==> src/sv/mbdec_pkg.sv <==
`timescale 1ns / 1ps
// ----------------------------------------------------------------------------
// mbdec_pkg
// Shared types, codes and sizes for the button debounce and edge counter.
// ----------------------------------------------------------------------------
package mbdec_pkg;

    // Number of debounced buttons (1..16); the button word is always 16 wide
    localparam int BUTTONS    = 16;
    localparam int WORD_W     = 16;
    localparam int TIME_W     = 32;
    localparam int COUNT_W    = 32;
    localparam int SEL_W      = 4;
    localparam int MODE_W     = 2;
    localparam int CFG_IDX_W  = 1;
    localparam int CFG_DATA_W = 32;

    // Stream word widths, padded to whole bytes
    localparam int S_TDATA_W  = 56;
    localparam int M_TDATA_W  = 80;

    // Item kinds
    localparam logic KIND_SAMPLE = 1'b0;
    localparam logic KIND_CLEAR  = 1'b1;

    // Configuration register indexes
    localparam logic [CFG_IDX_W-1:0] CFG_DEBOUNCE_MS = 1'b0;
    localparam logic [CFG_IDX_W-1:0] CFG_COUNT_MODES = 1'b1;

    // Reset value of the count mode register: every button counts presses
    localparam logic [CFG_DATA_W-1:0] COUNT_MODES_RESET = 32'h5555_5555;

    // Edge count modes
    localparam logic [MODE_W-1:0] MODE_BOTH = 2'd0;
    localparam logic [MODE_W-1:0] MODE_FALL = 2'd1;
    localparam logic [MODE_W-1:0] MODE_RISE = 2'd2;
    localparam logic [MODE_W-1:0] MODE_NONE = 2'd3;

    // Per-item control shared by all button lanes
    typedef struct packed {
        logic              fire;    // item is processed this cycle
        logic              sample;  // item is a sample (not a clear)
        logic [TIME_W-1:0] now;     // item time stamp
    } mbdec_lane_ctrl_t;

    // Post-item view of one button lane
    typedef struct packed {
        logic               steady;
        logic               prev;
        logic [COUNT_W-1:0] count;
    } mbdec_lane_stat_t;

endpackage

==> src/sv/mbdec_button_lane.sv <==
`timescale 1ns / 1ps
// ----------------------------------------------------------------------------
// mbdec_button_lane
// One button: raw change stamp, steady level tracking and edge counter.
// ----------------------------------------------------------------------------
module mbdec_button_lane
    import mbdec_pkg::*;
(
    input  logic              aclk,
    input  logic              aresetn,
    input  logic              raw,
    input  mbdec_lane_ctrl_t  ctrl,
    input  logic              clear_hit,
    input  logic [TIME_W-1:0] debounce_ms,
    input  logic [MODE_W-1:0] mode,
    output mbdec_lane_stat_t  stat
);

    logic               raw_last_reg, raw_last_next;
    logic               prev_reg, prev_next;
    logic               steady_reg, steady_next;
    logic [TIME_W-1:0]  stamp_reg, stamp_next;
    logic [COUNT_W-1:0] count_reg, count_next;

    logic               changed;
    logic [TIME_W-1:0]  elapsed;
    logic               settled;
    logic               count_hit;

    // Raw change detection and elapsed time since the last change
    assign changed = (raw != raw_last_reg);
    assign elapsed = ctrl.now - (changed ? ctrl.now : stamp_reg);
    assign settled = (elapsed >= debounce_ms);

    // Next state
    always_comb begin
        raw_last_next = raw_last_reg;
        stamp_next    = stamp_reg;
        prev_next     = prev_reg;
        steady_next   = steady_reg;
        count_next    = count_reg;
        count_hit     = 1'b0;
        if (ctrl.sample) begin
            if (changed) begin
                raw_last_next = raw;
                stamp_next    = ctrl.now;
            end
            if (settled) begin
                prev_next   = steady_reg;
                steady_next = raw;
            end
            // Edge still showing: count it by mode, prev high means a press
            if (prev_next != steady_next) begin
                case (mode)
                    MODE_BOTH: count_hit = 1'b1;
                    MODE_FALL: count_hit = prev_next;
                    MODE_RISE: count_hit = !prev_next;
                    default:   count_hit = 1'b0;
                endcase
            end
            if (count_hit) begin
                count_next = count_reg + COUNT_W'(1);
            end
        end else if (clear_hit) begin
            count_next = '0;
        end
    end

    // State registers
    always_ff @(posedge aclk) begin
        if (!aresetn) begin
            raw_last_reg <= 1'b1;
            prev_reg     <= 1'b1;
            steady_reg   <= 1'b1;
            stamp_reg    <= '0;
            count_reg    <= '0;
        end else if (ctrl.fire) begin
            raw_last_reg <= raw_last_next;
            prev_reg     <= prev_next;
            steady_reg   <= steady_next;
            stamp_reg    <= stamp_next;
            count_reg    <= count_next;
        end
    end

    assign stat.steady = steady_next;
    assign stat.prev   = prev_next;
    assign stat.count  = count_next;

endmodule

==> config.mk <==
export PLATFORM = sky130hd
export DESIGN_NAME = mbdec_button_lane
export DESIGN_NICKNAME = d
export VERILOG_FILES = /design/src/sv/mbdec_pkg.sv /design/src/sv/mbdec_button_lane.sv
export SDC_FILE = /design/constraint.sdc
export NUM_CORES = 1
export LEC_CHECK = 0
export BUFFER_PORTS_ARGS = -buffer_cell sky130_fd_sc_hd__buf_4
export CAP_MARGIN = 20
export CORE_ASPECT_RATIO = 1.1
export CORE_MARGIN = 1.5
export CORE_UTILIZATION = 55
export CTS_CLUSTER_DIAMETER = 150
export DETAILED_ROUTE_END_ITERATION = 8
export HOLD_SLACK_MARGIN = 0.08
export PLACE_DENSITY = 0.77
export SYNTH_ARGS = -nofsm -noshare
export SYNTH_HDL_FRONTEND = slang
export SYNTH_SLANG_ARGS = --single-unit
==> constraint.sdc <==
create_clock -name aclk -period 24.9 [get_ports aclk]
set_clock_uncertainty 0.1 [all_clocks]
set_input_delay 4.98 -clock aclk [delete_from_list [all_inputs] [get_ports aclk]]
set_output_delay 4.98 -clock aclk [all_outputs]
set_load 0.02 [all_outputs]
=== Yosys cells after proc, flatten, opt, wreduce, memory -nomap -nowiden ===
Cells that the tools add are included.

* Bits in read-only memories: 0
* Bits in latches: 0
* Memories kept: 0
* Input bits: 72
* Bits in writable memories: 0
* Output and inout port bits: 34
* Flip-flop bits (word level): 67
* Word-level logic and storage cells: 29

* Equal/unequal tests: 4
* Shift-type cells: 0
* Order comparisons: 1
* Multiplexer cells: 13
* Add/sub/neg operators: 2
* Divide/modulo/power cells: 0
* Bitwise logic cells: 0
* Reduce and logical (&&, ||, !) cells: 4
* Multipliers: 0

{| class="wikitable"
|+ Operators by type and width
! cell !! count
|-
| $mux 32 || 4
|-
| $add 32x1->32 const B || 1
|-
| $ge 32x32->1 || 1
|-
| $sub 32x32->32 || 1
|-
| $mux 1 || 8
|-
| $pmux 1 s3 || 1
|-
| $reduce_and 3->1 || 1
|-
| $eq 2x1->1 const B || 1
|-
| $eq 2x2->1 const B || 1
|-
| $logic_not 2->1 || 1
|-
| $ne 1x1->1 || 2
|-
| $reduce_and 2->1 || 1
|-
| $logic_not 1->1 || 1
|}

=== Longest topological paths before layout ===
* Depth in word-level cells: 12
* Mapped depth: 25
* Depth with buffers taken out: 21

=== Worst setup path before layout ===
OpenSTA, ideal clock, no wires.

* Path kind: input port to output port
* From: input raw
* To: output stat[29] in the netlist's numbering
* Arrival time: 10.736 ns
* Buffers on the path: 5
* Data required time: 19.820 ns
* Cell stages on the path: 23
* Slack: 9.084 ns
* Path through: xor2_1 -> clkbuf_1 -> clkbuf_1 -> buf_2 -> mux2i_1 -> ha_1 -> a21o_1 -> a21o_1 -> a21o_1 -> a21o_1 -> a21o_1 -> or4_1 -> and4_1 -> ha_1 -> nand4_1 -> nor4_1 -> o21ai_0 -> o21a_1 -> buf_2 -> nor3_2 -> buf_2 -> nand3_1 -> o21ai_0

{| class="wikitable"
|+ RTL lines
! item !! RTL line !! source
|-
| start: declaration || mbdec_button_lane.sv:11 || <nowiki>input logic raw,</nowiki>
|-
| end: declaration || mbdec_button_lane.sv:16 || <nowiki>output mbdec_lane_stat_t stat</nowiki>
|}

==> metrics.sh <==
MIN_PERIOD_OVER_PERIOD_PCT=66.05
POST-CTS-SETUP-BUFFERS=0
WORST_PIN_SLEW_NS=1.104
POSTSYNTH.ASYNCRESETSHARE_PCT=0
TOTALPOWERFINAL_mW=0.4265
STATUS='finished, final reports clean'
DIEAREA_UM2=13460
MAPPEDNETLISTNETS=1101
POWER_FRAC_SEQ_PCT=26.6
VIASPERCELL=6.333
GRT_SETUP_UNREPAIRED='false'
SETUP_SLACK_NS=8.452
SYN-CELL-AREA_UM2=7023
SYNTH-SEQ-AREA-SHARE_PCT=19.10
GRTUSAGETOTAL_PCT=30.50
DRIVE_ABOVE_1_SHARE_PCT=14.07
DPL_CELL_AREA_UM2=7838
POWER_REPORT.INTERNAL_TOTAL_mW=0.2574
YOSYS-TOP-CELLS-COUNT='nand2_1, dfxtp_1, a21oi_1, nor2_1, ha_1'
MIN_PERIOD_NS=16.45
POSTSYNTH.TOPFLOPCELL='dfxtp_1'
SHARE_COMB_OF_TOTAL_POWER_PCT=43.9
TOTAL_NUMBER_OF_VIAS=7568
SETUP.WORST_PATH.START_CLASS='input port'
CRITICAL_PATH_ARRIVAL_NS=11.37
LARGEST_VOLTAGE_DROP_ON_THE_VDD_NET_V=0.00003499
CELLLEAKAGEPOWER_nW=3.634
WORST_PATH_REQUIRED_NS=19.82
FP.DIEH_UM=121.5
FIRST_PASS_GRT_WIRE_LENGTH_MM=33.32
PLACEMENT.IO_BUFFERS=105
FLOW.AREA_GROWTH_FROM_SYNTHESIS_PCT=15.59
COREAREA_UM2=12540
TRITONCTS_NUM_SINKS=67
YOSYSUNIQUECELLTYPES=79
INITIAL_CORE_UTIL_PCT=56.02
ROUTE.DETAILED.WL_PER_INST_UM=17.29
CLKLATENCYLATEPIN_NS=0.35
ROUTE.FINAL.WIRE_LENGTH_MM=20.66
DETAILEDPLACE.WORSTSLACK_NS=8.590
SYNTHESIS.AREA_PER_INSTANCE_UM2=7.240
NUMBER_OF_ANTENNA_VIOLATIONS_AT_THE_FIRST_CHECK_IN_GLOBAL_ROUTING=0
YS_TOP_CELLS_BY_AREA='dfxtp_1, ha_1, nand2_1'
CPMOSTUSEDCELL='buf_4'
WORSTPATHCELLLIST='buf_4 > xor2_4 > buf_4 > mux2i_1 > ha_1 > nand2_1 > nor2_1 > a221oi_1 > nor2_1 > a31oi_1 > a22oi_1 > a221oi_1 > xnor2_1 > ha_1 > nand4_1 > nor4_1 > o21ai_0 > o21a_1 > nor2_2 > nand3_1 > o31ai_1 > buf_4'
SYN_INST=970
PLACEMENTROWS=43
FINAL_DESIGN_AREA_NO_FILL_UM2=8118
DR.PASS1.ITERS=7
FINAL_NETS=1165
FIRST_ITER_VIOLATIONS=547
FINALHOLDVIOLATIONS=0
VIA_COUNT_OF_THE_FIRST_GLOBAL_ROUTING_PASS=6785
ROUTE.ANTENNA.REMAINING_NETS=0
SETUP-TNS-FINAL_NS=0
WORST_PATH_LARGEST_CELL_DELAY_NS=0.89
POWER-PER-CELL-AREA_nW_PER_UM2=52.54
GRT_START_MAX_NET_PINS=60
ROUTE.DETAILED.DRC=0
CRITPATHMAXFANOUT=27
DIODES=0
CTS_TREE='yes'
MAXSLEWHEADROOM_PCT=26.33
COUNT_LEADER_SYNTH='nand2_1'
FMAXACHIEVABLE_GHz=0.06080
YS_SEQ_ELEMENTS=67
NUMBER_OF_ENABLE_TYPE_REGISTER_CELLS_IN_THE_SYNTHESIZED_NETLIST=0
CPMAXSTAGEDELAYCELL='nor2_2'
CTS.CLK_SLEW.WORST_PATHS_NS=0.06
POST_CTS_RESIZE_COUNT=0
FINALSETUPVIOLCOUNT=0
POWER.SHARE.CLOCK_PCT=29.5
NUMBER_OF_MAXIMUM_CAPACITANCE_VIOLATIONS=0
FINALHOLDWORSTSLACK_NS=0.3651
TIMING.CRITICAL_PATH.MAX_DELAY_FAMILY='compound AO/OA/AOI/OAI gates'
YOSYS_WARNINGS=0
CRITPATHCAPTURETYPE='primary output'
GRT-OVFL-TOTAL=0
CTS.HOLD.BUFFERS_ADDED=0
DETAILEDPLACEMENTHPWL_MM=14.46
MOST_AREA_HUNGRY_CELL_TYPE_IN_THE_YOSYS_NETLIST='dfxtp_1'
FINALWEIGHTEDCONGESTION=0.9058
WORST_HOLD_PATH_TYPE='flop to flop'
SLEW_VIOL_FINAL=0
CTS_BUFS_INSERTED=9
P_SW_mW=0.1691
CRITICAL_PATH.N_BUFFERS_INVERTERS=3
FLOORPLAN.IO_PINS=106
HTREE_DEPTH=3
NETLIST.AREA_LEADER.SHARE_PCT=19.10
CATEGORY_OF_THE_CRITICAL_SETUP_TIMING_PATH='input port to primary output'
CTS_ROOT_BUF='clkbuf_16'
DIE_WIDTH_UM=110.7
POWER_SWITCHING_SHARE_PCT=39.65
CTS_BUFFER_DEPTH=2
-- area by class of cell --
cell class / instances / area (µm²)
Sequential cell: 67 / 1341
Tap cell: 157 / 196.4
Timing Repair Buffer: 110 / 825.8
Multi-Input combinational cell: 792 / 5271
Inverter: 54 / 202.7
Clock buffer: 13 / 270.3
Fill cell: 1160 / 4418
Clock inverter: 2 / 10.01
-- per-stage QoR --
| stage | util (%) | cells |
|---|---|---|
| after floorplan | - | 970 |
| after global placement | 62.52 | 1180 |
| after detailed placement | 62.52 | 1180 |
| after CTS | 64.76 | 1195 |
| after global routing | 64.76 | 1195 |
| final | 64.76 | 1195 |
-- worst min-delay path: stages, from the launching register on --
cell	delay [ns]
dfxtp_1	0.31
nand2_1	0.05
a21boi_0	0.06
-- power by group through the flow --
stage          clock (mW)  combinational, mW  sequential (mW)
4_1_cts             0.126              0.184            0.113
3_3_place_gp            0              0.180            0.115
2_1_floorplan           0              0.134            0.115
5_1_grt             0.131              0.207            0.114
3_5_place_dp            0              0.182            0.115
6_report            0.126              0.187            0.113
-- layer usage --
layer	routed length, µm	part of all wire, %	GRT usage, %	up-vias
li1	-	-	-	3707
met3	1837	8.9	5.195	35
met4	474	2.3	13.54	0
met2	9536	46	50.54	373
met5	0	0	0	-
met1	8811	43	39.18	3453
-- kinds of logic after synthesis --
group,synth area share [%]
compound gates,26.96
xor+xnor,3.367
fa+ha+maj,10.94
buf+inv,6.146
flops,19.10
mux,6.592
simple gates,26.90
-- worst paths after layout --
kind                                     from             to  slack, ns  cells after the start
worst max-delay path                      raw        stat[5]       8.45                     22
worst max register to register   raw_last_reg   count_reg[5]      18.23                     20
worst min register to register  stamp_reg[23]  stamp_reg[23]       0.37                      2
worst min-delay path            stamp_reg[23]  stamp_reg[23]       0.37                      2
-- layout by cell type, fill, tap and decap left out, types with 12 or more instances in the layout --
| master | n |
|---|---|
| nand2_1 | 130 |
| buf_4 | 110 |
| dfxtp_1 | 67 |
| a21oi_1 | 65 |
| nor2_1 | 59 |
| ha_1 | 59 |
| inv_1 | 53 |
| o21ai_0 | 46 |
| mux2i_1 | 44 |
| nand3_1 | 43 |
| a31oi_1 | 39 |
| nand4_1 | 26 |
| nor3_1 | 26 |
| a21o_1 | 24 |
| a21boi_0 | 22 |
| and3_1 | 16 |
| xnor2_1 | 14 |
| o211a_1 | 13 |
| xor2_1 | 12 |
(Power assumes the default switching activity.)
