[src/sv/mbdec_pkg.sv]
`timescale 1ns / 1ps
// ----------------------------------------------------------------------------
// mbdec_pkg
// Shared types, codes and sizes for the button debounce and edge counter.
// ----------------------------------------------------------------------------
package mbdec_pkg;

    // Number of debounced buttons (1..16); the button word is always 16 wide
    localparam int BUTTONS    = 16;
    localparam int WORD_W     = 16;
    localparam int TIME_W     = 32;
    localparam int COUNT_W    = 32;
    localparam int SEL_W      = 4;
    localparam int MODE_W     = 2;
    localparam int CFG_IDX_W  = 1;
    localparam int CFG_DATA_W = 32;

    // Stream word widths, padded to whole bytes
    localparam int S_TDATA_W  = 56;
    localparam int M_TDATA_W  = 80;

    // Item kinds
    localparam logic KIND_SAMPLE = 1'b0;
    localparam logic KIND_CLEAR  = 1'b1;

    // Configuration register indexes
    localparam logic [CFG_IDX_W-1:0] CFG_DEBOUNCE_MS = 1'b0;
    localparam logic [CFG_IDX_W-1:0] CFG_COUNT_MODES = 1'b1;

    // Reset value of the count mode register: every button counts presses
    localparam logic [CFG_DATA_W-1:0] COUNT_MODES_RESET = 32'h5555_5555;

    // Edge count modes
    localparam logic [MODE_W-1:0] MODE_BOTH = 2'd0;
    localparam logic [MODE_W-1:0] MODE_FALL = 2'd1;
    localparam logic [MODE_W-1:0] MODE_RISE = 2'd2;
    localparam logic [MODE_W-1:0] MODE_NONE = 2'd3;

    // Per-item control shared by all button lanes
    typedef struct packed {
        logic              fire;    // item is processed this cycle
        logic              sample;  // item is a sample (not a clear)
        logic [TIME_W-1:0] now;     // item time stamp
    } mbdec_lane_ctrl_t;

    // Post-item view of one button lane
    typedef struct packed {
        logic               steady;
        logic               prev;
        logic [COUNT_W-1:0] count;
    } mbdec_lane_stat_t;

endpackage

[src/sv/mbdec_cfg_regs.sv]
`timescale 1ns / 1ps
// ----------------------------------------------------------------------------
// mbdec_cfg_regs
// Configuration registers: debounce time and per-button count modes.
// ----------------------------------------------------------------------------
module mbdec_cfg_regs
    import mbdec_pkg::*;
(
    input  logic                  aclk,
    input  logic                  aresetn,
    input  logic                  cfg_valid,
    output logic                  cfg_ready,
    input  logic [CFG_IDX_W-1:0]  cfg_index,
    input  logic [CFG_DATA_W-1:0] cfg_data,
    output logic [TIME_W-1:0]     debounce_ms,
    output logic [CFG_DATA_W-1:0] count_modes
);

    logic [TIME_W-1:0]     debounce_ms_reg;
    logic [CFG_DATA_W-1:0] count_modes_reg;

    // Writes are always taken
    assign cfg_ready = 1'b1;

    // Register write decode
    always_ff @(posedge aclk) begin
        if (!aresetn) begin
            debounce_ms_reg <= '0;
            count_modes_reg <= COUNT_MODES_RESET;
        end else if (cfg_valid && cfg_ready) begin
            unique case (cfg_index)
                CFG_DEBOUNCE_MS: debounce_ms_reg <= cfg_data;
                CFG_COUNT_MODES: count_modes_reg <= cfg_data;
                default: ;
            endcase
        end
    end

    assign debounce_ms = debounce_ms_reg;
    assign count_modes = count_modes_reg;

endmodule

[config.mk]
export PLATFORM = sky130hd
export DESIGN_NAME = mbdec_cfg_regs
export DESIGN_NICKNAME = d
export VERILOG_FILES = /design/src/sv/mbdec_pkg.sv /design/src/sv/mbdec_cfg_regs.sv
export SDC_FILE = /design/constraint.sdc
export NUM_CORES = 1
export LEC_CHECK = 0
export BUFFER_PORTS_ARGS = -buffer_cell sky130_fd_sc_hd__buf_2
export CAP_MARGIN = 20
export CORE_MARGIN = 1.5
export CORE_UTILIZATION = 54
export CTS_BUF_LIST = sky130_fd_sc_hd__clkbuf_2 sky130_fd_sc_hd__clkbuf_4 sky130_fd_sc_hd__clkbuf_8
export DETAILED_ROUTE_END_ITERATION = 8
export PLACE_DENSITY = 0.92
export RECOVER_POWER = 25
export SYNTH_ARGS = -nofsm -noshare
export SYNTH_HDL_FRONTEND = slang
export SYNTH_SLANG_ARGS = --single-unit
[constraint.sdc]
create_clock -name aclk -period 2 [get_ports aclk]
set_input_delay 0.4 -clock aclk [delete_from_list [all_inputs] [get_ports aclk]]
set_output_delay 0.4 -clock aclk [all_outputs]
set_load 0.02 [all_outputs]
After elaboration in Yosys (flattened, before gate mapping). Index checks and enable logic that the tools add are counted.

Register bits: 64. Bits of input ports: 36. Output and inout port bits: 65. Logic and storage cells: 5.

Bitwise operators: 1. Reduce and logical (&&, ||, !) cells: 2.

Operators by type and width (number): 2-bit AND reduction (2); 1-bit NOT (1).

Logic depth before layout (Yosys ltp). Gate-level depths: netlist of run 1.

Depth after elaboration: 2. Mapped depth: 5. Depth with buffers taken out: 2.

Worst setup path after synthesis of run 1. OpenSTA, ideal clock, no wires.

Path type: input-to-reg. From: input aresetn. To: register count_modes_reg[12] (netlist: count_modes[12]). Setup time: 141 ps. Data arrival time: 1038 ps. Data required time: 1859 ps. Path slack: 821 ps. Stages: 4. Buffers on the path: 3. Path through: buf_2 buf_4 clkbuf_1 o211ai_1.

RTL lines: start, declared (line mbdec_cfg_regs.sv:10) `input logic aresetn,`; end signal, assigned (line mbdec_cfg_regs.sv:33) `CFG_COUNT_MODES: count_modes_reg <= cfg_data;`; end, declared (line mbdec_cfg_regs.sv:20) `logic [CFG_DATA_W-1:0] count_modes_reg;`.

No word-level cell between the ends.

==> Implementation_results.wiki, run 1 <==
{| class="wikitable"
! Metric !! Value
|-
| Final critical-path required period || 1.40 ns
|-
| Residual DRC || 0
|-
| Synthesized net count || 303
|-
| Die Area || 5090 µm²
|-
| Worst flop-to-flop path endpoint || count_modes[31]$_SDFFE_PN0P_
|-
| Setup skew after layout || 0 ns
|-
| Clock latency on the worst-skew pair || 0.33 ns
|-
| Longest Clk Path Bufs || 2
|-
| Root Buffer || sky130_fd_sc_hd__clkbuf_8
|-
| Endpoint kind of the worst setup timing path || register
|-
| Placement row count || 24
|-
| Relative contribution of sequential cells to total power || 49.8%
|-
| Type of element launching the critical path || input pin
|-
| Fin Hold WS || 0.327 ns
|-
| Core region area || 4410 µm²
|-
| WHS Path Cells || 3
|-
| Post-CTS setup repair buffer count || 0
|-
| Flip-flop and latch count after synthesis || 64
|-
| Worst reg-to-reg setup slack || 1.34 ns
|-
| Number of unique standard cell types used by synthesis || 13
|-
| P_sw || 715 µW
|-
| Io pins || 101
|-
| Overall Power || 2.77 mW
|-
| Relative slew margins || 38.5%
|-
| Via count of the first global-routing pass || 1857
|-
| Netlist Area Pre-Place || 2520 µm²
|-
| Class of the most critical setup path || in2reg
|-
| Cell leakage power || 1.56 nW
|-
| Portion of the clock cycle consumed by the worst path in the final layout || 70.1%
|-
| Ranking of synthesized cells by area || sky130_fd_sc_hd__dfxtp_1, sky130_fd_sc_hd__mux2i_1, sky130_fd_sc_hd__nand2_1
|-
| Result of the run || completed
|-
| Net count, final || 392
|-
| DR pass1 iterations || 4
|-
| Clock buffers created by TritonCTS || 9
|-
| Avg Vias per Cell || 5.01
|-
| Critical register-to-register path startpoint || count_modes[31]$_SDFFE_PN0P_
|-
| FF-to-FF path depth || 2
|-
| HPWL reported at the end of detailed placement || 3630 µm
|-
| Clock slew at the register clock pins of the worst setup and hold paths || 0.06 ns
|-
| Maximum number of pins on one net before global-route repair || 97
|-
| Port Buffer Count || 99
|-
| # diodes || 0
|-
| Starting utilization of the core area || 57.1%
|-
| CP max FO || 96
|-
| Total number of vias || 2063
|-
| Fraction of final layout cells with drive strength greater than 1 || 33.1%
|-
| Maximum capacitance violations || 0
|-
| Post-synth top area share || 50.8%
|-
| Placed standard-cell area || 2960 µm²
|-
| Top cell type by total area after synthesis || sky130_fd_sc_hd__dfxtp_1
|-
| Peak supply drop || 0.450 mV
|-
| Min-Delay Startpoint || cfg_data[24]
|-
| Count of H-tree levels built during CTS || 3
|-
| RSZ-0062 raised after global routing || false
|-
| Setup TNS || 0 ns
|-
| Worst-case setup margin in the final layout || 0.598 ns
|-
| Post-synthesis cell count || 267
|-
| Max Fclk || 713 MHz
|-
| Final Util || 70.8%
|-
| Design internal power || 2.06 mW
|-
| Number of antenna violations at the first check in global routing || 0
|-
| Beginning of the critical path || aresetn
|-
| Switch share || 25.8%
|-
| Total of cells resized after clock tree synthesis || 0
|-
| Final number of hold-violating endpoints || 0
|-
| Worst Path Required || 2.25 ns
|-
| Area growth from synthesis to layout || 23.9%
|-
| Worst Hold End || debounce_ms[24]$_SDFFE_PN0P_
|-
| Total overflow reported by the global router || 0
|-
| Post-DRT Antenna Nets || 0
|-
| Wire length of the first global-routing pass || 8760 µm
|-
| Warning count from the yosys run || 0
|-
| X dimension of the die || 71.3 µm
|-
| # placed instances || 397
|-
| Hold Path Class || in2reg
|-
| Hold-fix buffers, CTS || 0
|-
| Power density over the cells || 887 nW/µm²
|-
| Clock tree from TritonCTS || built
|-
| Arrival time reported for the critical path endpoint || 1.65 ns
|-
| Final std cells w/o fill || 412
|-
| Post-Layout Inst Area || 3130 µm²
|-
| Mapped Avg Cell Area || 9.45 µm²
|-
| Total setup violations reported at the end of the flow || 0
|-
| Average wire per standard cell || 13.1 µm
|-
| Clock network power share || 36.4%
|-
| Initial DRC count || 129
|-
| Combinational group share of total power || 13.8%
|-
| Total Routed Length || 5420 µm
|-
| Final weighted congestion in routability-driven placement || 0.827
|-
| Total routing resource utilization after global routing || 22.1%
|-
| Clock Sinks || 64
|-
| Max-slew violation count || 0
|-
| Sequential fraction of the synthesis area || 50.8%
|-
| Worst setup slack after placement || 0.437 ns
|-
| Overall die height || 71.3 µm
|-
| Worst slew pin tran || 0.922 ns
|}
-- final cells by class --
class	count	area, µm²
fillers	348	1290
flip-flops and latches	64	1280
multi-input cells	163	1010
repair buffers	102	531
clock buffers	15	181
well taps	52	65.1
inverters	16	60.1
-- cells by family (layout without fill, tap and decap cells) --
family                 count (synthesis)  count (layout)  share of synthesized area [%]
and+or+nand+nor                       98              98                           16.0
DFF                                   64              64                           50.8
muxes                                 48              48                           19.0
buffers and inverters                 40             133                           9.28
AOI/OAI and AO/OA                     16              16                           4.76
other                                  1               1                          0.149
-- power by group through the flow --
stage	logic [mW]	registers [mW]	clock network, mW
after CTS	0.388	1.38	1.03
after floorplan	0.178	1.49	0
final	0.382	1.38	1.01
after global routing	0.413	1.39	1.08
after detailed placement	0.386	1.41	0
after global placement	0.376	1.41	0
-- metal layers --
layer  global-route usage (%)  wire length (µm)  vias to the layer above
li1                         -                 -                     1043
met4                     8.39                59                        0
met1                     27.8              2430                      934
met2                     35.4              2530                       80
met5                        0                 0                        -
met3                     7.17               389                        6
-- cells in the mapped netlist --
cell type,number
sky130_fd_sc_hd__dfxtp_1,64
sky130_fd_sc_hd__mux2i_1,48
sky130_fd_sc_hd__o211ai_1,16
sky130_fd_sc_hd__conb_1,1
sky130_fd_sc_hd__buf_4,3
sky130_fd_sc_hd__nand2_1,80
sky130_fd_sc_hd__inv_1,16
sky130_fd_sc_hd__nand3_1,16
sky130_fd_sc_hd__and2_4,1
sky130_fd_sc_hd__nor2b_4,1
sky130_fd_sc_hd__buf_2,4
sky130_fd_sc_hd__buf_6,9
sky130_fd_sc_hd__clkbuf_1,8
-- worst max-delay path, cell delays in order --
cell and delay, ns:
sky130_fd_sc_hd__buf_2 0.08, sky130_fd_sc_hd__clkbuf_4 0.73, sky130_fd_sc_hd__nand2_1 0.21, sky130_fd_sc_hd__mux2i_1 0.20
-- worst max-delay path by stage --
stage               cells after the start                           end  slack [ns]
finish                                  4  count_modes[31]$_SDFFE_PN0P_        0.60
global placement                        3  count_modes[23]$_SDFFE_PN0P_        0.51
floorplan                               4  count_modes[12]$_SDFFE_PN1P_        0.82
detailed placement                      3  count_modes[25]$_SDFFE_PN0P_        0.44
CTS                                     1               debounce_ms[26]        0.73
global route                            4  count_modes[31]$_SDFFE_PN0P_        0.49
-- cells in the final DEF, fill, tap and decap left out, drive strengths merged --
master,synthesis,routed
buf,16,101
nand2,80,80
dfxtp,64,64
mux2i,48,48
inv,16,16
nand3,16,16
o211ai,16,16
clkbuf,8,16
nor2b,1,1
and2,1,1
conb,1,1
Power figures use the tool's default switching activity.
==> inputs of run 2 (changes only) <==
ABC_AREA = 1   (was not set)
CORE_UTILIZATION = 50   (was 54)
PLACE_DENSITY = 0.85   (was 0.92)
clock period = 1.39 ns   (was 2 ns; I/O delays follow)
==> run 2 against run 1 <==
Compared with the run above: count of clock-buffer cells in the layout decreased by 2; area after synthesis increased by 4.4%; utilization decreased by 5.6 points; register-to-register slack got worse by 0.54 ns; synthesized cell count increased by 31%; first-iteration DRC count decreased by 26%; die area increased by 12%; clock power increased by 61%; clock skew unchanged.
==> Implementation_results.wiki, run 2 <==
{| class="wikitable"
! Metric !! Value
|-
| Result of the run || completed
|-
| Worst Path Required || 1.11 ns (-1.14 ns)
|-
| Worst reg-to-reg setup slack || 0.80 ns (-0.54 ns)
|-
| Average wire per standard cell || 11.3 µm (-14%)
|-
| Total number of vias || 2421 (+17%)
|-
| Hold Path Class || in2reg
|-
| Clock tree from TritonCTS || built
|-
| X dimension of the die || 75.6 µm (+5.9%)
|-
| Flip-flop and latch count after synthesis || 64 (unchanged)
|-
| Hold-fix buffers, CTS || 0 (unchanged)
|-
| Total overflow reported by the global router || 0 (unchanged)
|-
| Multiplexer share of the synthesized area || 0% (-19 points)
|-
| Io pins || 101 (unchanged)
|-
| Setup TNS || 0 ns (unchanged)
|-
| Post-synthesis cell count || 350 (+31%)
|-
| Avg Vias per Cell || 4.64 (-7.4%)
|-
| CP max FO || 2 (-98%)
|-
| Synth Area in Adders || 0% (unchanged)
|-
| Fraction of synthesized cell area in xor and xnor cells || 0% (unchanged)
|-
| Initial DRC count || 95 (-26%)
|-
| Final std cells w/o fill || 522 (+27%)
|-
| WHS Path Cells || 3 (unchanged)
|-
| Port Buffer Count || 99 (unchanged)
|-
| Cell class contributing the biggest share of worst-path delay || flip-flops
|-
| Peak supply drop || 0.690 mV (+53%)
|-
| Top-count cell post-synth || sky130_fd_sc_hd__nor2_1
|-
| Most frequent standard cell in the layout excluding fill and tap cells || sky130_fd_sc_hd__buf_2
|-
| Portion of the clock cycle consumed by the worst path in the final layout || 80.8%
|-
| Sequential fraction of the synthesis area || 48.6% (-2.1 points)
|-
| Max Fclk || 890 MHz
|-
| Cell leakage power || 1.78 nW (+14%)
|-
| Number of antenna violations at the first check in global routing || 0 (unchanged)
|-
| Simple-gate portion of the synthesized area || 36.0% (+20 points)
|-
| Class of the most critical setup path || reg2out
|-
| Max-slew violation count || 0 (unchanged)
|-
| Async set or reset register ratio after synthesis || 0% (unchanged)
|-
| CP cell instances || buf_2
|-
| Post-synth top area share || 48.6% (-2.1 points)
|-
| Ranking of synthesized cells by area || sky130_fd_sc_hd__dfxtp_1, sky130_fd_sc_hd__nor2_1, sky130_fd_sc_hd__nand2_1
|-
| Arrival time reported for the critical path endpoint || 0.85 ns (-0.80 ns)
|-
| Die Area || 5710 µm² (+12%)
|-
| Dominant combinational cell family by area after synthesis || simple AND/OR/NAND/NOR gates
|-
| Core region area || 5110 µm² (+16%)
|-
| Maximum capacitance violations || 0 (unchanged)
|-
| Residual DRC || 0 (unchanged)
|-
| Setup skew after layout || 0 ns (unchanged)
|-
| Synthesized net count || 386 (+27%)
|-
| Count of H-tree levels built during CTS || 3 (unchanged)
|-
| Min-Delay Startpoint || cfg_data[6]
|-
| Mapped Avg Cell Area || 7.53 µm² (-20%)
|-
| Worst slew pin tran || 0.705 ns (-0.217 ns)
|-
| Net count, final || 483 (+23%)
|-
| Total Routed Length || 5880 µm (+8.6%)
|-
| Slowest stage cell, crit path || sky130_fd_sc_hd__dfxtp_1
|-
| Total setup violations reported at the end of the flow || 0 (unchanged)
|-
| Warning count from the yosys run || 0 (unchanged)
|-
| Worst setup slack after placement || 0.236 ns (-0.202 ns)
|-
| Post-CTS setup repair buffer count || 0 (unchanged)
|-
| FF-to-FF path depth || 2 (unchanged)
|-
| Post-DRT Antenna Nets || 0 (unchanged)
|-
| Placement row count || 26 (+8.3%)
|-
| HPWL reported at the end of detailed placement || 4160 µm (+15%)
|-
| Fraction of final layout cells with drive strength greater than 1 || 31.4% (-1.6 points)
|-
| Number of inserted filler cells in the final layout || 489 (+41%)
|-
| Main synth FF type || sky130_fd_sc_hd__dfxtp_1
|-
| Total routing resource utilization after global routing || 21.3% (-0.82 points)
|-
| Slowest cell delay on critical path || 0.34 ns (-0.39 ns)
|-
| Clock Sinks || 64 (unchanged)
|-
| Relative slew margins || 53.0% (+14 points)
|-
| Highest-count cells in the layout ignoring fill and taps || sky130_fd_sc_hd__buf_2, sky130_fd_sc_hd__nor2_1, sky130_fd_sc_hd__nand2_1, sky130_fd_sc_hd__dfxtp_1, sky130_fd_sc_hd__nand3_1
|-
| Number of unique standard cell types used by synthesis || 18 (+5)
|-
| # diodes || 0 (unchanged)
|-
| Critical register-to-register path startpoint || debounce_ms[4]$_SDFFE_PN0P_
|-
| Type of element launching the critical path || register
|-
| Top cell types by occurrence after synthesis || sky130_fd_sc_hd__nor2_1, sky130_fd_sc_hd__dfxtp_1, sky130_fd_sc_hd__nand2_1
|-
| Final weighted congestion in routability-driven placement || 0.803 (-2.9%)
|-
| Combined buffer and inverter count along the critical path || 1 (-1)
|-
| Final critical-path required period || 1.12 ns
|-
| Total of cells resized after clock tree synthesis || 0 (unchanged)
|-
| Worst flop-to-flop path endpoint || debounce_ms[4]$_SDFFE_PN0P_
|-
| Final number of hold-violating endpoints || 0 (unchanged)
|-
| Worst-case setup margin in the final layout || 0.267 ns (-0.331 ns)
|-
| Top metal layer carrying routed signals || met4
|-
| Endpoint kind of the worst setup timing path || output port
|-
| Area growth from synthesis to layout || 26.4%
|-
| DRT met1 WL || 2690 µm (+11%)
|-
| # placed instances || 506 (+27%)
|-
| Power density over the cells || 1310 nW/µm² (+48%)
|-
| Top cell type by total area after synthesis || sky130_fd_sc_hd__dfxtp_1
|-
| Worst Hold End || count_modes[6]$_SDFFE_PN1P_
|-
| Wire length on met2 || 2650 µm (+4.5%)
|-
| Clock slew at the register clock pins of the worst setup and hold paths || 0.07 ns (about the same)
|-
| Root Buffer || sky130_fd_sc_hd__clkbuf_8
|-
| RSZ-0062 raised after global routing || false
|-
| Wire length of the first global-routing pass || 9180 µm (+4.9%)
|-
| Maximum number of pins on one net before global-route repair || 39 (-60%)
|-
| Compound-cell area share of the yosys netlist || 3.04% (-1.7 points)
|-
| Overall die height || 75.6 µm (+5.9%)
|-
| Longest Clk Path Bufs || 2 (unchanged)
|-
| Met3 routed WL || 431 µm (+11%)
|-
| Clock latency on the worst-skew pair || 0.33 ns (about the same)
|-
| Starting utilization of the core area || 51.6% (-5.6 points)
|-
| Netlist Area Pre-Place || 2630 µm² (+4.4%)
|-
| Number of synthesized flops with an enable pin || 0 (unchanged)
|-
| Via count of the first global-routing pass || 2068 (+11%)
|-
| Clock buffers created by TritonCTS || 9 (unchanged)
|-
| DR pass1 iterations || 4 (unchanged)
|}
## run 2: layout make-up
type                    count  area, µm²  share of cell area, %
flip-flops and latches     64       1280                   38.5
clock buffers              13        166                   5.00
multi-input cells         227       1010                   30.4
clock inverters             3       40.0                   1.20
well taps                  70       87.6                   2.63
inverters                  35        133                   3.98
repair buffers            110        608                   18.3
## run 2: report_power, final
group / leakage [nW] / switching, mW / internal (mW) / total, mW
Clock: 0.110 / 0.668 / 0.961 / 1.63
Sequential: 0.529 / 0.0586 / 1.96 / 2.02
Combinational: 1.14 / 0.454 / 0.255 / 0.709
## run 2: through the flow
step / total power, mW / hold WS [ns] / cell area (µm²) / utilization, %
2_1_floorplan: 2.54 / 0.391 / 2630 / -
3_3_place_gp: 2.76 / 0.454 / 3150 / 61.7
3_5_place_dp: 2.78 / 0.454 / 3150 / 61.7
4_1_cts: 4.41 / 0.143 / 3360 / 65.7
5_1_grt: 4.57 / 0.156 / 3330 / 65.2
6_report: 4.35 / 0.159 / 3330 / 65.2
## run 2: worst max path at each step
stage	startpoint	endpoint	cells after the start	slack (ns)
3_3_place_gp	cfg_index	debounce_ms[21]$_SDFFE_PN0P_	6	0.29
5_1_grt	cfg_index	debounce_ms[31]$_SDFFE_PN0P_	6	0.18
4_1_cts	count_modes[28]$_SDFFE_PN1P_	count_modes[28]	1	0.25
6_report	debounce_ms[28]$_SDFFE_PN0P_	debounce_ms[28]	1	0.27
2_1_floorplan	cfg_valid	count_modes[23]$_SDFFE_PN0P_	6	0.42
3_5_place_dp	cfg_index	debounce_ms[21]$_SDFFE_PN0P_	6	0.24
## run 2: kinds of logic after synthesis
logic type | count (synthesis)
simple gates | 210
buf+inv | 59
compound gates | 16
other cells | 1
flops | 64
## run 2: routing by layer
layer	vias to the layer above	track usage (%)
met5	-	0
met1	1069	26.4
met4	0	8.93
met2	88	34.5
li1	1254	-
met3	10	6.22
==> inputs of run 3 (changes only) <==
CORE_UTILIZATION = 45   (was 50)
PLACE_DENSITY = 0.81   (was 0.85)
clock period = 0.9 ns   (was 1.39 ns; I/O delays follow)
==> run 3 against run 2 <==
Compared with the run above: the run now ends with setup timing left; register-to-register slack lost 0.61 ns; die area grew 11%; sequential power grew 59%; clock skew is the same; first-iteration DRC count grew 26%; critical path depth is the same; setup slack lost 0.35 ns; global-route usage grew 1.6 points; via count grew 7.1%; cell area grew 19%; largest power group unchanged.
==> Implementation_results.wiki, run 3 (synthesis gave the netlist of run 2 again) <==
{| class="wikitable"
! Metric !! Value
|-
| Hold Path Class || in2reg
|-
| Clock buffers created by TritonCTS || 9 (unchanged)
|-
| Peak supply drop || 1.19 mV (+72%)
|-
| Number of antenna violations at the first check in global routing || 0 (unchanged)
|-
| Portion of the clock cycle consumed by the worst path in the final layout || 110%
|-
| Worst Path Required || 0.72 ns (-0.39 ns)
|-
| Average wire per standard cell || 13.0 µm (+16%)
|-
| Initial DRC count || 120 (+26%)
|-
| Area growth from synthesis to layout || 49.9%
|-
| Clock latency on the worst-skew pair || 0.31 ns (-0.02 ns)
|-
| Final Util || 70.8% (+5.7 points)
|-
| CP max FO || 2 (unchanged)
|-
| Combined buffer and inverter count along the critical path || 1 (unchanged)
|-
| Clock Sinks || 64 (unchanged)
|-
| Slowest stage cell, crit path || sky130_fd_sc_hd__dfxtp_2
|-
| DR pass1 iterations || 5 (+1)
|-
| Maximum number of pins on one net before global-route repair || 36 (-7.7%)
|-
| Fraction of final layout cells with drive strength greater than 1 || 47.4% (+16 points)
|-
| WHS Path Cells || 3 (unchanged)
|-
| Endpoint kind of the worst setup timing path || output port
|-
| Total routing resource utilization after global routing || 22.9% (+1.6 points)
|-
| Slowest cell delay on critical path || 0.36 ns (+0.02 ns)
|-
| Post-DRT Antenna Nets || 0 (unchanged)
|-
| Maximum capacitance violations || 0 (unchanged)
|-
| Max-slew violation count || 0 (unchanged)
|-
| Total Routed Length || 6980 µm (+19%)
|-
| Power density over the cells || 1860 nW/µm² (+43%)
|-
| Total overflow reported by the global router || 0 (unchanged)
|-
| Clock slew at the register clock pins of the worst setup and hold paths || 0.07 ns (about the same)
|-
| Cell leakage power || 1.97 nW (+11%)
|-
| Worst reg-to-reg setup slack || 0.19 ns (-0.61 ns)
|-
| Starting utilization of the core area || 47.3% (-4.3 points)
|-
| Longest Clk Path Bufs || 2 (unchanged)
|-
| Net count, final || 495 (+2.5%)
|-
| Hold-fix buffers, CTS || 0 (unchanged)
|-
| Core region area || 5570 µm² (+9.1%)
|-
| Most frequent standard cell in the layout excluding fill and tap cells || sky130_fd_sc_hd__nor2_1
|-
| Class of the most critical setup path || reg2out
|-
| CP cell instances || buf_6
|-
| Arrival time reported for the critical path endpoint || 0.81 ns (-0.04 ns)
|-
| Avg Vias per Cell || 4.84 (+4.3%)
|-
| Worst flop-to-flop path endpoint || count_modes[10]$_SDFFE_PN1P_
|-
| Total number of vias || 2592 (+7.1%)
|-
| Final number of hold-violating endpoints || 0 (unchanged)
|-
| Via count of the first global-routing pass || 2553 (+23%)
|-
| Placement row count || 27 (+3.8%)
|-
| Wire length of the first global-routing pass || 11300 µm (+23%)
|-
| Count of H-tree levels built during CTS || 3 (unchanged)
|-
| Result of the run || finished with violations
|-
| HPWL reported at the end of detailed placement || 4580 µm (+10%)
|-
| Worst Hold End || count_modes[30]$_SDFFE_PN1P_
|-
| Final weighted congestion in routability-driven placement || 0.842 (+4.8%)
|-
| Beginning of the critical path || count_modes[31]$_SDFFE_PN0P_
|-
| Total setup violations reported at the end of the flow || 64 (+64)
|-
| FF-to-FF path depth || 3 (+1)
|-
| Clock tree from TritonCTS || built
|-
| Residual DRC || 0 (unchanged)
|-
| Fin Hold WS || 0.0750 ns (-0.0838 ns)
|-
| RSZ-0062 raised after global routing || true
|-
| X dimension of the die || 79.5 µm (+5.2%)
|-
| Port Buffer Count || 99 (unchanged)
|-
| Die Area || 6320 µm² (+11%)
|-
| Root Buffer || sky130_fd_sc_hd__clkbuf_8
|-
| Max Fclk || 1010 MHz
|-
| Cell class contributing the biggest share of worst-path delay || flip-flops
|-
| Critical register-to-register path startpoint || count_modes[10]$_SDFFE_PN1P_
|-
| Overall die height || 79.5 µm (+5.2%)
|-
| Final critical-path required period || 0.987 ns
|-
| Type of element launching the critical path || register
|-
| Violations in the final reports || setup timing
|-
| Min-Delay Startpoint || cfg_data[30]
|-
| Highest-count cells in the layout ignoring fill and taps || sky130_fd_sc_hd__nor2_1, sky130_fd_sc_hd__nand2_1, sky130_fd_sc_hd__dfxtp_2, sky130_fd_sc_hd__buf_6, sky130_fd_sc_hd__buf_2
|-
| Number of inserted filler cells in the final layout || 434 (-11%)
|-
| Io pins || 101 (unchanged)
|-
| Setup skew after layout || 0 ns (unchanged)
|-
| # diodes || 0 (unchanged)
|-
| Worst-case setup margin in the final layout || -0.0871 ns (-0.354 ns)
|}
## run 3: where the power goes
part / leakage [nW] / internal [mW] / switching (mW)
Sequential: 0.540 / 3.06 / 0.143
Clock: 0.118 / 1.73 / 1.04
Combinational: 1.31 / 0.657 / 0.732
## run 3: layout make-up
type                            instances  area [µm²]  area share, %
Tap cell                               72        90.1           2.28
Inverter                               35         131           3.33
Timing Repair Buffer                  122        1120           28.4
Multi-Input combinational cell        227        1020           25.8
Sequential cell                        64        1360           34.5
Clock inverter                          3        65.1           1.65
Clock buffer                           13         160           4.06
## run 3: worst register-to-register path, cell delays in order, from the launching register on
cell and delay, ns:
sky130_fd_sc_hd__dfxtp_2 0.32, sky130_fd_sc_hd__buf_4 0.13, sky130_fd_sc_hd__nand2_1 0.05, sky130_fd_sc_hd__nand3_1 0.08
## run 3: layer usage
layer / GRT usage (%) / wire [µm]
met2: 40.8 / 3570
met5: 0 / 0
met4: 9.82 / 137
met1: 25.5 / 2780
met3: 5.71 / 493
## run 3: stage by stage
step | power (mW) | instance area [µm²] | instances | setup TNS, ns | setup slack (ns)
global route | 7.68 | 3950 | 536 | -6.18 | -0.108
floorplan | 3.92 | 2630 | 350 | 0 | 0.0316
detailed placement | 4.33 | 3220 | 512 | -1.85 | -0.0612
finish | 7.36 | 3950 | 536 | -3.47 | -0.0871
CTS | 7.40 | 3960 | 532 | -4.35 | -0.0838
global placement | 4.31 | 3220 | 512 | -0.784 | -0.0522
## run 3: worst max path at each step
stage	depth (start not counted)	to
6_report	1	count_modes[31]
3_3_place_gp	5	debounce_ms[26]$_SDFFE_PN0P_
2_1_floorplan	6	count_modes[23]$_SDFFE_PN0P_
4_1_cts	1	debounce_ms[25]
5_1_grt	1	count_modes[31]
3_5_place_dp	6	count_modes[15]$_SDFFE_PN0P_
## run 3: repair_timing
item,in CTS,in global routing
pin swaps,0,0
endpoints found under the setup margin,64,64
buffers inserted,4,4
gates resized for setup,192,0
